$ cat config.mk
export PLATFORM = sky130hd
export DESIGN_NAME = matrix_multiply_in_place_top_flat
export DESIGN_NICKNAME = d
export VERILOG_FILES = /design/src/mmip_pkg.sv /design/src/mmip_req_if.sv /design/src/mmip_rsp_if.sv /design/src/matrix_multiply_in_place_top.sv /design/src/mmip_mac.sv /design/src/flat_wrapper.sv
export SDC_FILE = /design/constraint.sdc
export NUM_CORES = 2
export LEC_CHECK = 0
export ABC_AREA = 0
export ABC_CLOCK_PERIOD_IN_PS = 9000
export BUFFER_PORTS_ARGS = -buffer_cell sky130_fd_sc_hd__buf_2
export CAP_MARGIN = 10
export CORE_ASPECT_RATIO = 1.1
export CORE_MARGIN = 5
export CORE_UTILIZATION = 45
export CTS_CLUSTER_DIAMETER = 40
export DETAILED_ROUTE_END_ITERATION = 10
export PLACE_DENSITY = 0.65
export RECOVER_POWER = 100
export SLEW_MARGIN = 25
export SYNTH_ARGS = -nofsm -noshare
export SYNTH_HDL_FRONTEND = slang
export SYNTH_SLANG_ARGS = --single-unit
$ cat constraint.sdc
create_clock -name i_clk -period 9 [get_ports i_clk]
set_input_delay 0.45 -clock i_clk [delete_from_list [all_inputs] [get_ports i_clk]]
set_output_delay 0.45 -clock i_clk [all_outputs]
set_load 0.01 [all_outputs]
$ cat src/mmip_pkg.sv
// Shared types and constants for the in-place 4x4 fixed-point matrix multiplier.
// No dependencies; imported by the interfaces, the MAC unit, the top level and the checker.
`default_nettype none

package mmip_pkg;

    localparam int ELEM_W  = 32;
    localparam int COORD_W = 2;
    localparam int CFG_W   = 3;
    localparam int ACC_W   = 64;

    localparam logic [CFG_W-1:0] DIM_RESET = 3'd4;

    localparam logic signed [ACC_W-1:0] SAT_MAX = 64'sh0000_0000_7FFF_FFFF;
    localparam logic signed [ACC_W-1:0] SAT_MIN = 64'shFFFF_FFFF_8000_0000;

    typedef enum logic [1:0] {
        CMD_WR_LEFT  = 2'd0,
        CMD_WR_RIGHT = 2'd1,
        CMD_IDENTITY = 2'd2,
        CMD_MULTIPLY = 2'd3
    } t_cmd;

    typedef enum logic [0:0] {
        CFG_COLUMNS = 1'b0,
        CFG_ROWS    = 1'b1
    } t_cfg_reg;

    typedef enum logic [2:0] {
        S_IDLE,
        S_IDENT,
        S_MAC,
        S_WAIT,
        S_EMIT
    } t_state;

    typedef struct packed {
        logic valid;
        logic first;
        logic last;
    } t_mac_ctl;

endpackage

`default_nettype wire

$ cat src/mmip_req_if.sv
// Request channel of the matrix multiplier: command, element position and value.
// Depends on mmip_pkg.
`default_nettype none

interface mmip_req_if import mmip_pkg::*; ();
    logic               valid;
    logic               ready;
    t_cmd               command;
    logic [COORD_W-1:0] column_index;
    logic [COORD_W-1:0] row_index;
    logic [ELEM_W-1:0]  element_value;

    modport source (output valid, command, column_index, row_index, element_value,
                    input ready);
    modport sink   (input valid, command, column_index, row_index, element_value,
                    output ready);
endinterface

`default_nettype wire

$ cat src/mmip_rsp_if.sv
// Result channel of the matrix multiplier: one transfer per emitted element.
// Depends on mmip_pkg.
`default_nettype none

interface mmip_rsp_if import mmip_pkg::*; ();
    logic               valid;
    logic               ready;
    logic [COORD_W-1:0] result_column;
    logic [COORD_W-1:0] result_row;
    logic [ELEM_W-1:0]  result_value;
    logic               last_element;

    modport source (output valid, result_column, result_row, result_value, last_element,
                    input ready);
    modport sink   (input valid, result_column, result_row, result_value, last_element,
                    output ready);
endinterface

`default_nettype wire

$ cat src/matrix_multiply_in_place_top.sv
// In-place fixed-point matrix multiplier, top level: element stores, sequencer, result register.
// Depends on mmip_pkg, mmip_req_if, mmip_rsp_if and mmip_mac.
//
// Requests arrive on i_req (valid/ready). Element writes to the left or right store complete
// on accept; i_req.ready stays high. Identity then writes the nc*nr left elements, one store
// write per cycle. Multiply walks the result column-major; each element issues nr operand
// fetches to the single shared MAC, then read, product, accumulate and emit follow, and the
// next element starts only after the emit; throughput is set by the one multiplier and the
// single read port of each store. i_req.ready is low until the last element is loaded.
// Results leave through a one-entry output register on o_rsp; if the receiver stalls the
// sequencer holds at the next element until the register frees, and a request can be
// accepted while the final result still waits there.
// The first element of each column captures the old left column in a small buffer, so the
// new value can be written back at once. The user writes the dimension registers through
// i_cfg_* only while idle; the block leaves this unchecked. 0 acts as 1 and values above
// MAX_DIM act as MAX_DIM. Reset (synchronous, active low) clears the control state, sets both
// dimensions to 4 and clears per-entry valid bits, so every element reads as zero until written.
`default_nettype none

module matrix_multiply_in_place_top import mmip_pkg::*; #(
    parameter int MAX_DIM   = 4,
    parameter int FRAC_BITS = 16
) (
    input  wire logic             i_clk,
    input  wire logic             i_rst_n,
    input  wire logic             i_cfg_we,
    input  wire t_cfg_reg         i_cfg_index,
    input  wire logic [CFG_W-1:0] i_cfg_data,
    mmip_req_if.sink              i_req,
    mmip_rsp_if.source            o_rsp
);

    localparam int DEPTH  = MAX_DIM * MAX_DIM;
    localparam int ADDR_W = $clog2(DEPTH);
    localparam int IDX_W  = $clog2(MAX_DIM);
    localparam int DIM_W  = $clog2(MAX_DIM + 1);

    localparam logic [ELEM_W-1:0] ONE = ELEM_W'(1) << FRAC_BITS;

    t_state             r_state, n_state;
    logic [CFG_W-1:0]   r_cols_cfg, r_rows_cfg;
    logic [DIM_W-1:0]   r_nc, n_nc, r_nr, n_nr;
    logic [DIM_W-1:0]   nc_cl, nr_cl;
    logic [IDX_W-1:0]   r_c, n_c, r_r, n_r, r_k, n_k;

    logic [ELEM_W-1:0]  r_lmem [DEPTH];
    logic [ELEM_W-1:0]  r_rmem [DEPTH];
    logic [DEPTH-1:0]   r_lvld, r_rvld;
    logic [ELEM_W-1:0]  r_colbuf [MAX_DIM];

    logic [ELEM_W-1:0]  r_lq, r_rq, r_bufq;
    logic               r_lq_v, r_rq_v;
    t_mac_ctl           r_s1;
    logic [IDX_W-1:0]   r_s1_k;
    logic               r_s1_buf;

    logic               r_out_valid;
    logic [COORD_W-1:0] r_out_col, r_out_row;
    logic [ELEM_W-1:0]  r_out_val;
    logic               r_out_last;

    logic               lw_en, rw_en, issue, out_load;
    logic [ADDR_W-1:0]  lw_addr, w_addr, cr_addr, la_addr, ra_addr;
    logic [ELEM_W-1:0]  lw_data;
    logic               w_in_range;
    logic               k_last, r_last, c_last;
    logic [ELEM_W-1:0]  s1_a, s1_b;
    logic               mac_done;
    logic [ELEM_W-1:0]  mac_result;

    // dimension clamp
    always_comb begin
        if (r_cols_cfg == '0) begin
            nc_cl = DIM_W'(1);
        end else if (32'(r_cols_cfg) > MAX_DIM) begin
            nc_cl = DIM_W'(MAX_DIM);
        end else begin
            nc_cl = DIM_W'(r_cols_cfg);
        end
        if (r_rows_cfg == '0) begin
            nr_cl = DIM_W'(1);
        end else if (32'(r_rows_cfg) > MAX_DIM) begin
            nr_cl = DIM_W'(MAX_DIM);
        end else begin
            nr_cl = DIM_W'(r_rows_cfg);
        end
    end

    always_ff @(posedge i_clk) begin
        if (!i_rst_n) begin
            r_cols_cfg <= DIM_RESET;
            r_rows_cfg <= DIM_RESET;
        end else if (i_cfg_we) begin
            unique case (i_cfg_index)
                CFG_COLUMNS: r_cols_cfg <= i_cfg_data;
                CFG_ROWS:    r_rows_cfg <= i_cfg_data;
                default:     r_cols_cfg <= r_cols_cfg;
            endcase
        end
    end

    assign w_in_range = (32'(i_req.column_index) < MAX_DIM) && (32'(i_req.row_index) < MAX_DIM);
    assign w_addr  = ADDR_W'(32'(i_req.column_index) * MAX_DIM + 32'(i_req.row_index));
    assign cr_addr = ADDR_W'(32'(r_c) * MAX_DIM + 32'(r_r));
    assign la_addr = ADDR_W'(32'(r_c) * MAX_DIM + 32'(r_k));
    assign ra_addr = ADDR_W'(32'(r_k) * MAX_DIM + 32'(r_r));

    assign k_last = (DIM_W'(r_k) + DIM_W'(1)) == r_nr;
    assign r_last = (DIM_W'(r_r) + DIM_W'(1)) == r_nr;
    assign c_last = (DIM_W'(r_c) + DIM_W'(1)) == r_nc;

    assign i_req.ready = (r_state == S_IDLE);

    always_ff @(posedge i_clk) begin
        if (!i_rst_n) begin
            r_state <= S_IDLE;
        end else begin
            r_state <= n_state;
        end
    end

    always_ff @(posedge i_clk) begin
        r_c  <= n_c;
        r_r  <= n_r;
        r_k  <= n_k;
        r_nc <= n_nc;
        r_nr <= n_nr;
    end

    always_comb begin
        n_state  = r_state;
        n_c      = r_c;
        n_r      = r_r;
        n_k      = r_k;
        n_nc     = r_nc;
        n_nr     = r_nr;
        lw_en    = 1'b0;
        lw_addr  = cr_addr;
        lw_data  = '0;
        rw_en    = 1'b0;
        issue    = 1'b0;
        out_load = 1'b0;
        unique case (r_state)
            S_IDLE: begin
                if (i_req.valid) begin
                    n_c  = '0;
                    n_r  = '0;
                    n_k  = '0;
                    n_nc = nc_cl;
                    n_nr = nr_cl;
                    unique case (i_req.command)
                        CMD_WR_LEFT: begin
                            lw_en   = w_in_range;
                            lw_addr = w_addr;
                            lw_data = i_req.element_value;
                        end
                        CMD_WR_RIGHT: rw_en   = w_in_range;
                        CMD_IDENTITY: n_state = S_IDENT;
                        CMD_MULTIPLY: n_state = S_MAC;
                        default:      n_state = S_IDLE;
                    endcase
                end
            end
            S_IDENT: begin
                lw_en   = 1'b1;
                lw_data = (r_c == r_r) ? ONE : '0;
                if (r_last) begin
                    n_r = '0;
                    if (c_last) begin
                        n_state = S_IDLE;
                    end else begin
                        n_c = r_c + IDX_W'(1);
                    end
                end else begin
                    n_r = r_r + IDX_W'(1);
                end
            end
            S_MAC: begin
                issue = 1'b1;
                if (k_last) begin
                    n_k     = '0;
                    n_state = S_WAIT;
                end else begin
                    n_k = r_k + IDX_W'(1);
                end
            end
            S_WAIT: begin
                if (mac_done) begin
                    n_state = S_EMIT;
                end
            end
            S_EMIT: begin
                if (!r_out_valid || o_rsp.ready) begin
                    out_load = 1'b1;
                    lw_en    = 1'b1;
                    lw_data  = mac_result;
                    n_state  = S_MAC;
                    if (r_last) begin
                        n_r = '0;
                        if (c_last) begin
                            n_state = S_IDLE;
                        end else begin
                            n_c = r_c + IDX_W'(1);
                        end
                    end else begin
                        n_r = r_r + IDX_W'(1);
                    end
                end
            end
            default: n_state = S_IDLE;
        endcase
    end

    // element stores
    always_ff @(posedge i_clk) begin
        if (lw_en) begin
            r_lmem[lw_addr] <= lw_data;
        end
        if (rw_en) begin
            r_rmem[w_addr] <= i_req.element_value;
        end
        if (issue) begin
            r_lq   <= r_lmem[la_addr];
            r_rq   <= r_rmem[ra_addr];
            r_lq_v <= r_lvld[la_addr];
            r_rq_v <= r_rvld[ra_addr];
            r_bufq <= r_colbuf[r_k];
        end
    end

    always_ff @(posedge i_clk) begin
        if (!i_rst_n) begin
            r_lvld <= '0;
            r_rvld <= '0;
        end else begin
            if (lw_en) begin
                r_lvld[lw_addr] <= 1'b1;
            end
            if (rw_en) begin
                r_rvld[w_addr] <= 1'b1;
            end
        end
    end

    // operand stage
    always_ff @(posedge i_clk) begin
        if (!i_rst_n) begin
            r_s1 <= '0;
        end else begin
            r_s1.valid <= issue;
            r_s1.first <= (r_k == '0);
            r_s1.last  <= k_last;
        end
    end

    always_ff @(posedge i_clk) begin
        r_s1_k   <= r_k;
        r_s1_buf <= (r_r != '0);
        if (r_s1.valid && !r_s1_buf) begin
            r_colbuf[r_s1_k] <= s1_a;
        end
    end

    always_comb begin
        if (r_s1_buf) begin
            s1_a = r_bufq;
        end else if (r_lq_v) begin
            s1_a = r_lq;
        end else begin
            s1_a = '0;
        end
        s1_b = r_rq_v ? r_rq : '0;
    end

    mmip_mac #(
        .FRAC_BITS (FRAC_BITS)
    ) u_mac (
        .i_clk    (i_clk),
        .i_rst_n  (i_rst_n),
        .i_ctl    (r_s1),
        .i_a      (s1_a),
        .i_b      (s1_b),
        .o_done   (mac_done),
        .o_result (mac_result)
    );

    // result register
    always_ff @(posedge i_clk) begin
        if (!i_rst_n) begin
            r_out_valid <= 1'b0;
        end else if (out_load) begin
            r_out_valid <= 1'b1;
        end else if (o_rsp.ready) begin
            r_out_valid <= 1'b0;
        end
    end

    always_ff @(posedge i_clk) begin
        if (out_load) begin
            r_out_col  <= COORD_W'(r_c);
            r_out_row  <= COORD_W'(r_r);
            r_out_val  <= mac_result;
            r_out_last <= r_last && c_last;
        end
    end

    assign o_rsp.valid         = r_out_valid;
    assign o_rsp.result_column = r_out_col;
    assign o_rsp.result_row    = r_out_row;
    assign o_rsp.result_value  = r_out_val;
    assign o_rsp.last_element  = r_out_last;

endmodule

`default_nettype wire

$ cat src/mmip_mac.sv
// Shared multiply-accumulate unit: registered 32x32 product, floor shift, 64-bit
// accumulator and 32-bit saturation. Depends on mmip_pkg.
`default_nettype none

module mmip_mac import mmip_pkg::*; #(
    parameter int FRAC_BITS = 16
) (
    input  wire logic                     i_clk,
    input  wire logic                     i_rst_n,
    input  wire t_mac_ctl                 i_ctl,
    input  wire logic signed [ELEM_W-1:0] i_a,
    input  wire logic signed [ELEM_W-1:0] i_b,
    output logic                          o_done,
    output logic [ELEM_W-1:0]             o_result
);

    t_mac_ctl                 r_m1;
    logic signed [ACC_W-1:0]  r_prod;
    logic signed [ACC_W-1:0]  r_acc;
    logic                     r_done;
    logic signed [ACC_W-1:0]  prod_sh;
    logic signed [ACC_W-1:0]  acc_base;
    logic signed [ACC_W-1:0]  n_acc;

    assign prod_sh = r_prod >>> FRAC_BITS;

    always_comb begin
        if (r_m1.first) begin
            acc_base = '0;
        end else begin
            acc_base = r_acc;
        end
        n_acc = acc_base + prod_sh;
    end

    always_ff @(posedge i_clk) begin
        if (!i_rst_n) begin
            r_m1   <= '0;
            r_done <= 1'b0;
        end else begin
            r_m1   <= i_ctl;
            r_done <= r_m1.valid && r_m1.last;
        end
    end

    always_ff @(posedge i_clk) begin
        if (i_ctl.valid) begin
            r_prod <= i_a * i_b;
        end
        if (r_m1.valid) begin
            r_acc <= n_acc;
        end
    end

    always_comb begin
        if (r_acc > SAT_MAX) begin
            o_result = SAT_MAX[ELEM_W-1:0];
        end else if (r_acc < SAT_MIN) begin
            o_result = SAT_MIN[ELEM_W-1:0];
        end else begin
            o_result = r_acc[ELEM_W-1:0];
        end
    end

    assign o_done = r_done;

endmodule

`default_nettype wire

$ cat src/flat_wrapper.sv
// flat-port wrapper written by rule: the top's interface ports become plain ports
module matrix_multiply_in_place_top_flat import mmip_pkg::*;
#(
    parameter int MAX_DIM   = 4,
    parameter int FRAC_BITS = 16
)
  (i_clk, i_rst_n, i_cfg_we, i_cfg_index, i_cfg_data, i_req_valid, i_req_command, i_req_column_index, i_req_row_index, i_req_element_value, i_req_ready, o_rsp_valid, o_rsp_result_column, o_rsp_result_row, o_rsp_result_value, o_rsp_last_element, o_rsp_ready);
  mmip_req_if i_req_i ();
  mmip_rsp_if o_rsp_i ();
  input  wire logic i_clk;
  input  wire logic i_rst_n;
  input  wire logic i_cfg_we;
  input  wire t_cfg_reg i_cfg_index;
  input  wire logic [CFG_W-1:0] i_cfg_data;
  input wire logic [$bits(i_req_i.valid)-1:0] i_req_valid;
  input wire logic [$bits(i_req_i.command)-1:0] i_req_command;
  input wire logic [$bits(i_req_i.column_index)-1:0] i_req_column_index;
  input wire logic [$bits(i_req_i.row_index)-1:0] i_req_row_index;
  input wire logic [$bits(i_req_i.element_value)-1:0] i_req_element_value;
  output wire logic [$bits(i_req_i.ready)-1:0] i_req_ready;
  output wire logic [$bits(o_rsp_i.valid)-1:0] o_rsp_valid;
  output wire logic [$bits(o_rsp_i.result_column)-1:0] o_rsp_result_column;
  output wire logic [$bits(o_rsp_i.result_row)-1:0] o_rsp_result_row;
  output wire logic [$bits(o_rsp_i.result_value)-1:0] o_rsp_result_value;
  output wire logic [$bits(o_rsp_i.last_element)-1:0] o_rsp_last_element;
  input wire logic [$bits(o_rsp_i.ready)-1:0] o_rsp_ready;
  assign i_req_i.valid = i_req_valid;
  assign i_req_i.command = i_req_command;
  assign i_req_i.column_index = i_req_column_index;
  assign i_req_i.row_index = i_req_row_index;
  assign i_req_i.element_value = i_req_element_value;
  assign i_req_ready = i_req_i.ready;
  assign o_rsp_valid = o_rsp_i.valid;
  assign o_rsp_result_column = o_rsp_i.result_column;
  assign o_rsp_result_row = o_rsp_i.result_row;
  assign o_rsp_result_value = o_rsp_i.result_value;
  assign o_rsp_last_element = o_rsp_i.last_element;
  assign o_rsp_i.ready = o_rsp_ready;
  matrix_multiply_in_place_top #(.MAX_DIM(MAX_DIM), .FRAC_BITS(FRAC_BITS)) u_core (.i_clk(i_clk), .i_rst_n(i_rst_n), .i_cfg_we(i_cfg_we), .i_cfg_index(i_cfg_index), .i_cfg_data(i_cfg_data), .i_req(i_req_i), .o_rsp(o_rsp_i));
endmodule
== After elaboration in Yosys (flattened, before gate mapping) ==
Memory sizes are Yosys's and may differ from the RTL's. A register that Yosys moved wholly into a read port is not among the register bits.
Index checks and enable logic that the tools add are counted.
Storage, ports and cells
  logic and storage cells: 162
  output and inout port bits: 39
  register bits: 231
  memories kept: 3
  memory bits (writable): 1152
  bits of input ports: 47
Memory list
  u_core.r_lmem: words 16, bits a word 32, rd ports 1, clocked after memory_dff 1, wr ports 1, line matrix_multiply_in_place_top.sv:46  | logic [ELEM_W-1:0] r_lmem [DEPTH];
  u_core.r_rmem: words 16, bits a word 32, rd ports 1, clocked after memory_dff 1, wr ports 1, line matrix_multiply_in_place_top.sv:47  | logic [ELEM_W-1:0] r_rmem [DEPTH];
  u_core.r_colbuf: words 4, bits a word 32, rd ports 1, clocked after memory_dff 1, wr ports 1, line matrix_multiply_in_place_top.sv:49  | logic [ELEM_W-1:0] r_colbuf [MAX_DIM];
Operators by class
  magnitude comparators: 10
  reductions and logical operators: 25
  multiply operators: 1
  bitwise operators: 3
  equality and inequality tests: 18
  multiplexer cells: 61
  $add $sub $neg: 11
Operator list (count)
  $mux 32: 8
  $pmux 32 s3: 1
  $add 64x48->64: 1
  $gt 64x32->1 const B: 1
  $lt 64x32->1 const B: 1
  $mul 32x32->64: 1
  $mux 64: 1
  $or 16x16->16: 2
  $mux 3: 9
  $lt 4x5->1 const B: 4
  $mux 1: 20
  $mux 17: 1
  $add 4x2->4: 4
  $mux 2: 8
  $pmux 3 s5: 1
  $mux 4: 3
  $pmux 2 s3: 2
  $add 2x1->3 const B: 3
  $eq 3x3->1: 3
  $logic_not 3->1: 3
  $bmux 1 s4: 2
  $demux 1 s4: 2
  $ge 4x1->1 const B: 2
  $ne 2x1->1 const B: 4
  24 further kinds: 42

== Depth between registers and ports, before layout ==
  depth in word-level cells: 9
  mapped depth: 34
  mapped depth without buffers: 30

== Modules after synthesis ==
From an unflattened synthesis, not the netlist that was laid out.
Unflattened totals
  cells, all modules: 6788
  area, all modules: 94874.7 sq um
By module, submodules not included
  matrix_multiply_in_place_top: area each 51080.2 sq um, sequential area each 39968.3 sq um, cells each 2154, times used 1
  mmip_mac: area each 43794.5 sq um, sequential area each 3443.3 sq um, cells each 4634, times used 1

== Least setup slack after synthesis ==
No wires, ideal clock.
  kind: register to register
  from: register u_core.r_s1_buf
  to: register u_core.u_mac.r_prod[62], data pin
  required time: 8.742 ns
  period minus slack after synthesis: 8.457 ns
  arrival: 8.199 ns
  setup time: 0.258 ns
  cell stages (with the launch flop): 35
  buffers on the path: 4
  setup slack: 0.543 ns
  cell sequence: dfxtp_1 > buf_2 > nor2b_1 > clkbuf_1 > a22oi_1 > inv_1 > clkbuf_1 > nand2_1 > inv_1 > fa_1 > inv_1 > fa_1 > inv_1 > fa_1 > fa_1 > inv_1 > fa_1 > inv_1 > fa_1 > inv_1 > fa_1 > inv_1 > fa_1 > ha_1 > clkbuf_1 > a21oi_1 > nor2b_1 > o21ai_0 > nand2b_1 > a21o_1 > a21oi_1 > nor2b_1 > nor3_1 > o21ba_2 > xnor2_1
On the way
  longest elaborated chain between the ends: 2
Ends and longest elaborated chain
  start, declared: line matrix_multiply_in_place_top.sv:55  | logic r_s1_buf;
  start signal, assigned: line matrix_multiply_in_place_top.sv:258  | r_s1_buf <= (r_r != '0);
  $mux 32: line matrix_multiply_in_place_top.sv:265  | if (r_s1_buf) begin
  named net u_core.s1_a[31]: line matrix_multiply_in_place_top.sv:67  | logic [ELEM_W-1:0] s1_a, s1_b;
  $mul 32x32->64: line mmip_mac.sv:48  | r_prod <= i_a * i_b;
  end signal, assigned: line mmip_mac.sv:48
  end, declared: line mmip_mac.sv:18  | logic signed [ACC_W-1:0] r_prod;
The timed path passes the listed nets, and every way through them passes these cells.
A chain may end at the register's enable or synchronous reset.

== Worst setup path after layout ==
  from: register u_core.r_lq_v
  to: register u_core.u_mac.r_prod[57], data pin
On the way
  longest elaborated chain between the ends: 3
Ends and longest elaborated chain
  start, declared: line matrix_multiply_in_place_top.sv:52  | logic r_lq_v, r_rq_v;
  start signal, assigned: line matrix_multiply_in_place_top.sv:225  | r_lq_v <= r_lvld[la_addr];
  $mux 32: line matrix_multiply_in_place_top.sv:267  | end else if (r_lq_v) begin
  $mux 32: line matrix_multiply_in_place_top.sv:265
  $mul 32x32->64: line mmip_mac.sv:48
No other way between the ends.

==> run_results.csv <==
group,metric,value,unit
run_status,status,"complete, but fails checks",
run_status,violations,"max-capacitance violations, max-slew violations",
worst_setup_path,crit_required,9520,ps
global_route,grt_pass1_wl,390000,um
synthesis,postSynthRegisterBits,1463,
die,dieWidth,443,um
worst_setup_path,crit_buf_inv,7,
timing,tightest_slew,4280,ps
worst_setup_path,startpoint_type,"flip-flop",
clocking,cts_buffers,173,
global_route,grt_use_total,24.6,%
die,io_pins,86,
routing,wl,264000,um
routing,vias,56400,
die,start_util,45.3,%
die,fp.dieArea,215000,um2
timing,fin_worst_skew,46.1,ps
timing,period_needed,8770,ps
timing,fmax,114,MHz
finish,drive_gt1_share,13.9,%
synthesis,synth_xor_area_share,1.25,%
clocking,clock_latency,820,ps
pwr,vdd_drop_max,0.265,mV
routing,viasPerCell,5.73,
synthesis,synth_edf_count,1411,
synthesis,syn_inst,6698,
die,coreArea,205000,um2
timing,setup_viol,0,
die,die_h,486,um
routing,first_pass_iters,5,
synthesis,synth_top_family_by_area,"adder cells",
placement,placed_cells_incl_taps,9483,
synthesis,async_flop_share,0,%
finish,final_nets,8348,
timing,post-route-period-util,97.4,%
routing,drt-met1-wl,98400,um
min_path,hold_class,"primary input to flip-flop",
timing,hold_violations,0,
timing,rsz0062_at_grt,"false",
global_route,grt_overflow,0,
routing,drc_errors,0,
clocking,cts.clk_slew.worst_paths,60,ps
clocking,clock-root-buffer,"clkbuf_16",
timing,whs,138,ps
routing,drtAntennaViolNets,0,
routing,wl_met2,126000,um
pwr,power.total,0.0229,W
worst_setup_path,end_kind,"flip-flop",
synthesis,syn-num-nets,8079,
clocking,clock_sinks,1463,
finish,area_growth,12.7,%
timing,tns,0,ps
worst_setup_path,crit_family,"adder cells",
routing,wl_per_cell,26.8,um
finish,layoutNonFillerInstCount,9856,
pwr,power_density,219,nW/um2
clocking,cts-htree-levels,4,
synthesis,syn_area,92700,um2
synthesis,avgSynthCellArea,13.8,um2
timing,slew_headroom,-186,%
finish,nFillCells,17200,
worst_setup_path,crit_fanout,15,
clocking,cts.path.max_buffers,3,
die,row_count,174,
placement,place_congestion,1.01,
synthesis,synth.distinct_cells,72,
synthesis,yosys.area_share.simple,7.06,%
worst_setup_path,worstSetupPathType,"flip-flop to flip-flop",
flow_run,max_cap_violations,45,
synthesis,synth_fa_ha_area_share,26.8,%
routing,dr.first_iter.drc_count,5325,
finish,multi_input_area,44700,um2
finish,seq_area,43400,um2
placement,port-buffer-count,85,
global_route,antenna_found_initial,31,
timing,slew_viol_final,1768,
pwr,p_leak,40.8,nW
global_route,grt_pass1_vias,59700,
finish,final_util,51.1,%
worst_setup_path,cpMostUsedCell,"fa_1",
synthesis,yosys_warnings,0,
synthesis,synth_compound_area_share,3.87,%
worst_setup_path,arrival,9290,ps
synthesis,synth-main-ff-cell,"edfxtp_1",
placement,dp_hpwl,187000,um
synthesis,synthMuxAreaShare,8.87,%
global_route,grt_max_degree,167,
routing,top_layer_used,"met5",
worst_setup_path,cp_slowest_cell,"fa_1",
synthesis,yosysSeqAreaShare,46.8,%
clocking,cts_tree,"done",
worst_setup_path,slowest_delay,580,ps
routing,wl_met3,25100,um
==> power by group <==
group / switching (W) / internal [W] / leakage, nW
clock network: 0.00298 / 0.00412 / 2.86
logic: 0.00467 / 0.00320 / 24.6
registers: 0.0000875 / 0.00784 / 13.4
total: 0.00774 / 0.0152 / 40.8
==> worst paths after layout <==
check | slack, ps | depth (start not counted) | endpoint | from
worst max-delay path | 230 | 29 | u_core.u_mac.r_prod[57] | u_core.r_lq_v
worst min-delay path | 140 | 3 | u_core.r_k[1] | i_req_valid
worst max register to register | 230 | 29 | u_core.u_mac.r_prod[57] | u_core.r_lq_v
worst min register to register | 430 | 1 | u_core.u_mac.r_m1[1] | u_core.r_s1[1]
==> state kept, by name, indices dropped and copies added, names as in the netlist, 3 cells and up <==
register,count
u_core.r_rmem,512
u_core.r_s1,3
u_core.r_nr,3
u_core.o_rsp.result_value,32
u_core.r_state,3
u_core.r_rq,32
u_core.r_rows_cfg,3
u_core.r_bufq,32
u_core.r_lq,32
u_core.r_cols_cfg,3
u_core.r_lvld,16
u_core.u_mac.r_acc,64
u_core.r_lmem,512
u_core.u_mac.r_m1,3
u_core.r_colbuf,128
u_core.r_rvld,16
u_core.u_mac.r_prod,48
u_core.r_nc,3
==> cell usage in the layout (no fill, tap or decap), drive strengths merged, types with 103 or more instances in the layout <==
cell type / netlist / layout
a21o: 103 / 103
a21oi: 132 / 132
buf: 60 / 257
clkbuf: 267 / 333
edfxtp: 1411 / 1411
fa: 1082 / 1082
ha: 252 / 252
inv: 974 / 1004
mux4: 362 / 362
nand2: 597 / 597
nor2: 637 / 637
==> layout make-up <==
cell class	instances	area share, %
antenna	11	0.0263
timing repair buffer	421	3.12
tap	2728	3.27
clock inverter	122	1.44
sequential	1463	41.5
clock buffer	203	4.27
multi-input combinational	3913	42.7
inverter	995	3.59
==> stage by stage <==
step | cell area (um2) | setup WS [ps]
floorplan | 92700 | 543
finish | 104000 | 235
global placement | 98300 | -173
CTS | 105000 | 71.5
detailed placement | 98400 | -204
global route | 104000 | 6.51
==> what timing repair did <==
action,4_1_cts,5_1_grt
hold buffers,34,0
gates resized for setup,3,33
endpoints found under the hold margin,281,0
setup buffers,0,2
endpoints found under the setup margin,10,27
==> cell usage after synthesis (5+ instances only) <==
cell / n / area (um2)
a211o_1: 5 / 43.8
a211oi_1: 13 / 97.6
a21boi_0: 6 / 45.0
a21o_1: 103 / 773
a21oi_1: 131 / 656
a22o_1: 32 / 280
a22oi_1: 32 / 240
a31oi_1: 16 / 100
and2_1: 44 / 275
and3_1: 18 / 113
buf_1: 53 / 199
buf_2: 7 / 35.0
clkbuf_1: 267 / 1000
clkinv_1: 21 / 78.8
dfxtp_1: 52 / 1040
edfxtp_1: 1411 / 42400
fa_1: 1082 / 21700
ha_1: 252 / 3150
inv_1: 973 / 3650
mux2i_1: 7 / 70.1
mux4_2: 362 / 8150
nand2_1: 597 / 2240
nand2b_1: 17 / 106
nand3_1: 51 / 255
nand4_1: 37 / 231
nor2_1: 637 / 2390
nor2b_1: 83 / 519
nor3_1: 23 / 115
nor3b_1: 7 / 52.6
nor4_1: 15 / 93.8
o211ai_1: 8 / 60.1
o21a_1: 48 / 360
o21ai_0: 66 / 330
o21bai_1: 15 / 113
or2_2: 6 / 37.5
or4_1: 5 / 37.5
xnor2_1: 83 / 727
xor2_1: 49 / 429
==> tightest hold or removal path: stages <==
cell	delay, ps
buf_2	110
nand2_1	130
nand2_1	140
==> kinds of logic (layout without fill, tap and decap cells) <==
kind of cell / count (synthesis) / in the layout
adders and majority gates: 1334 / 1334
xor gates and xnor gates: 132 / 132
and+or+nand+nor: 1550 / 1550
DFF: 1463 / 1463
muxes: 369 / 369
AOI/OAI and AO/OA: 528 / 528
buffers and inverters: 1322 / 1741
other: 0 / 11
==> layer usage <==
| layer | up-vias | GRT usage [%] |
|---|---|---|
| li1 | 23300 | - |
| met1 | 29600 | 31.9 |
| met2 | 2891 | 40.4 |
| met3 | 639 | 5.44 |
| met4 | 20 | 10.7 |
| met5 | - | 0 |
Power figures use the tool's default switching activity.
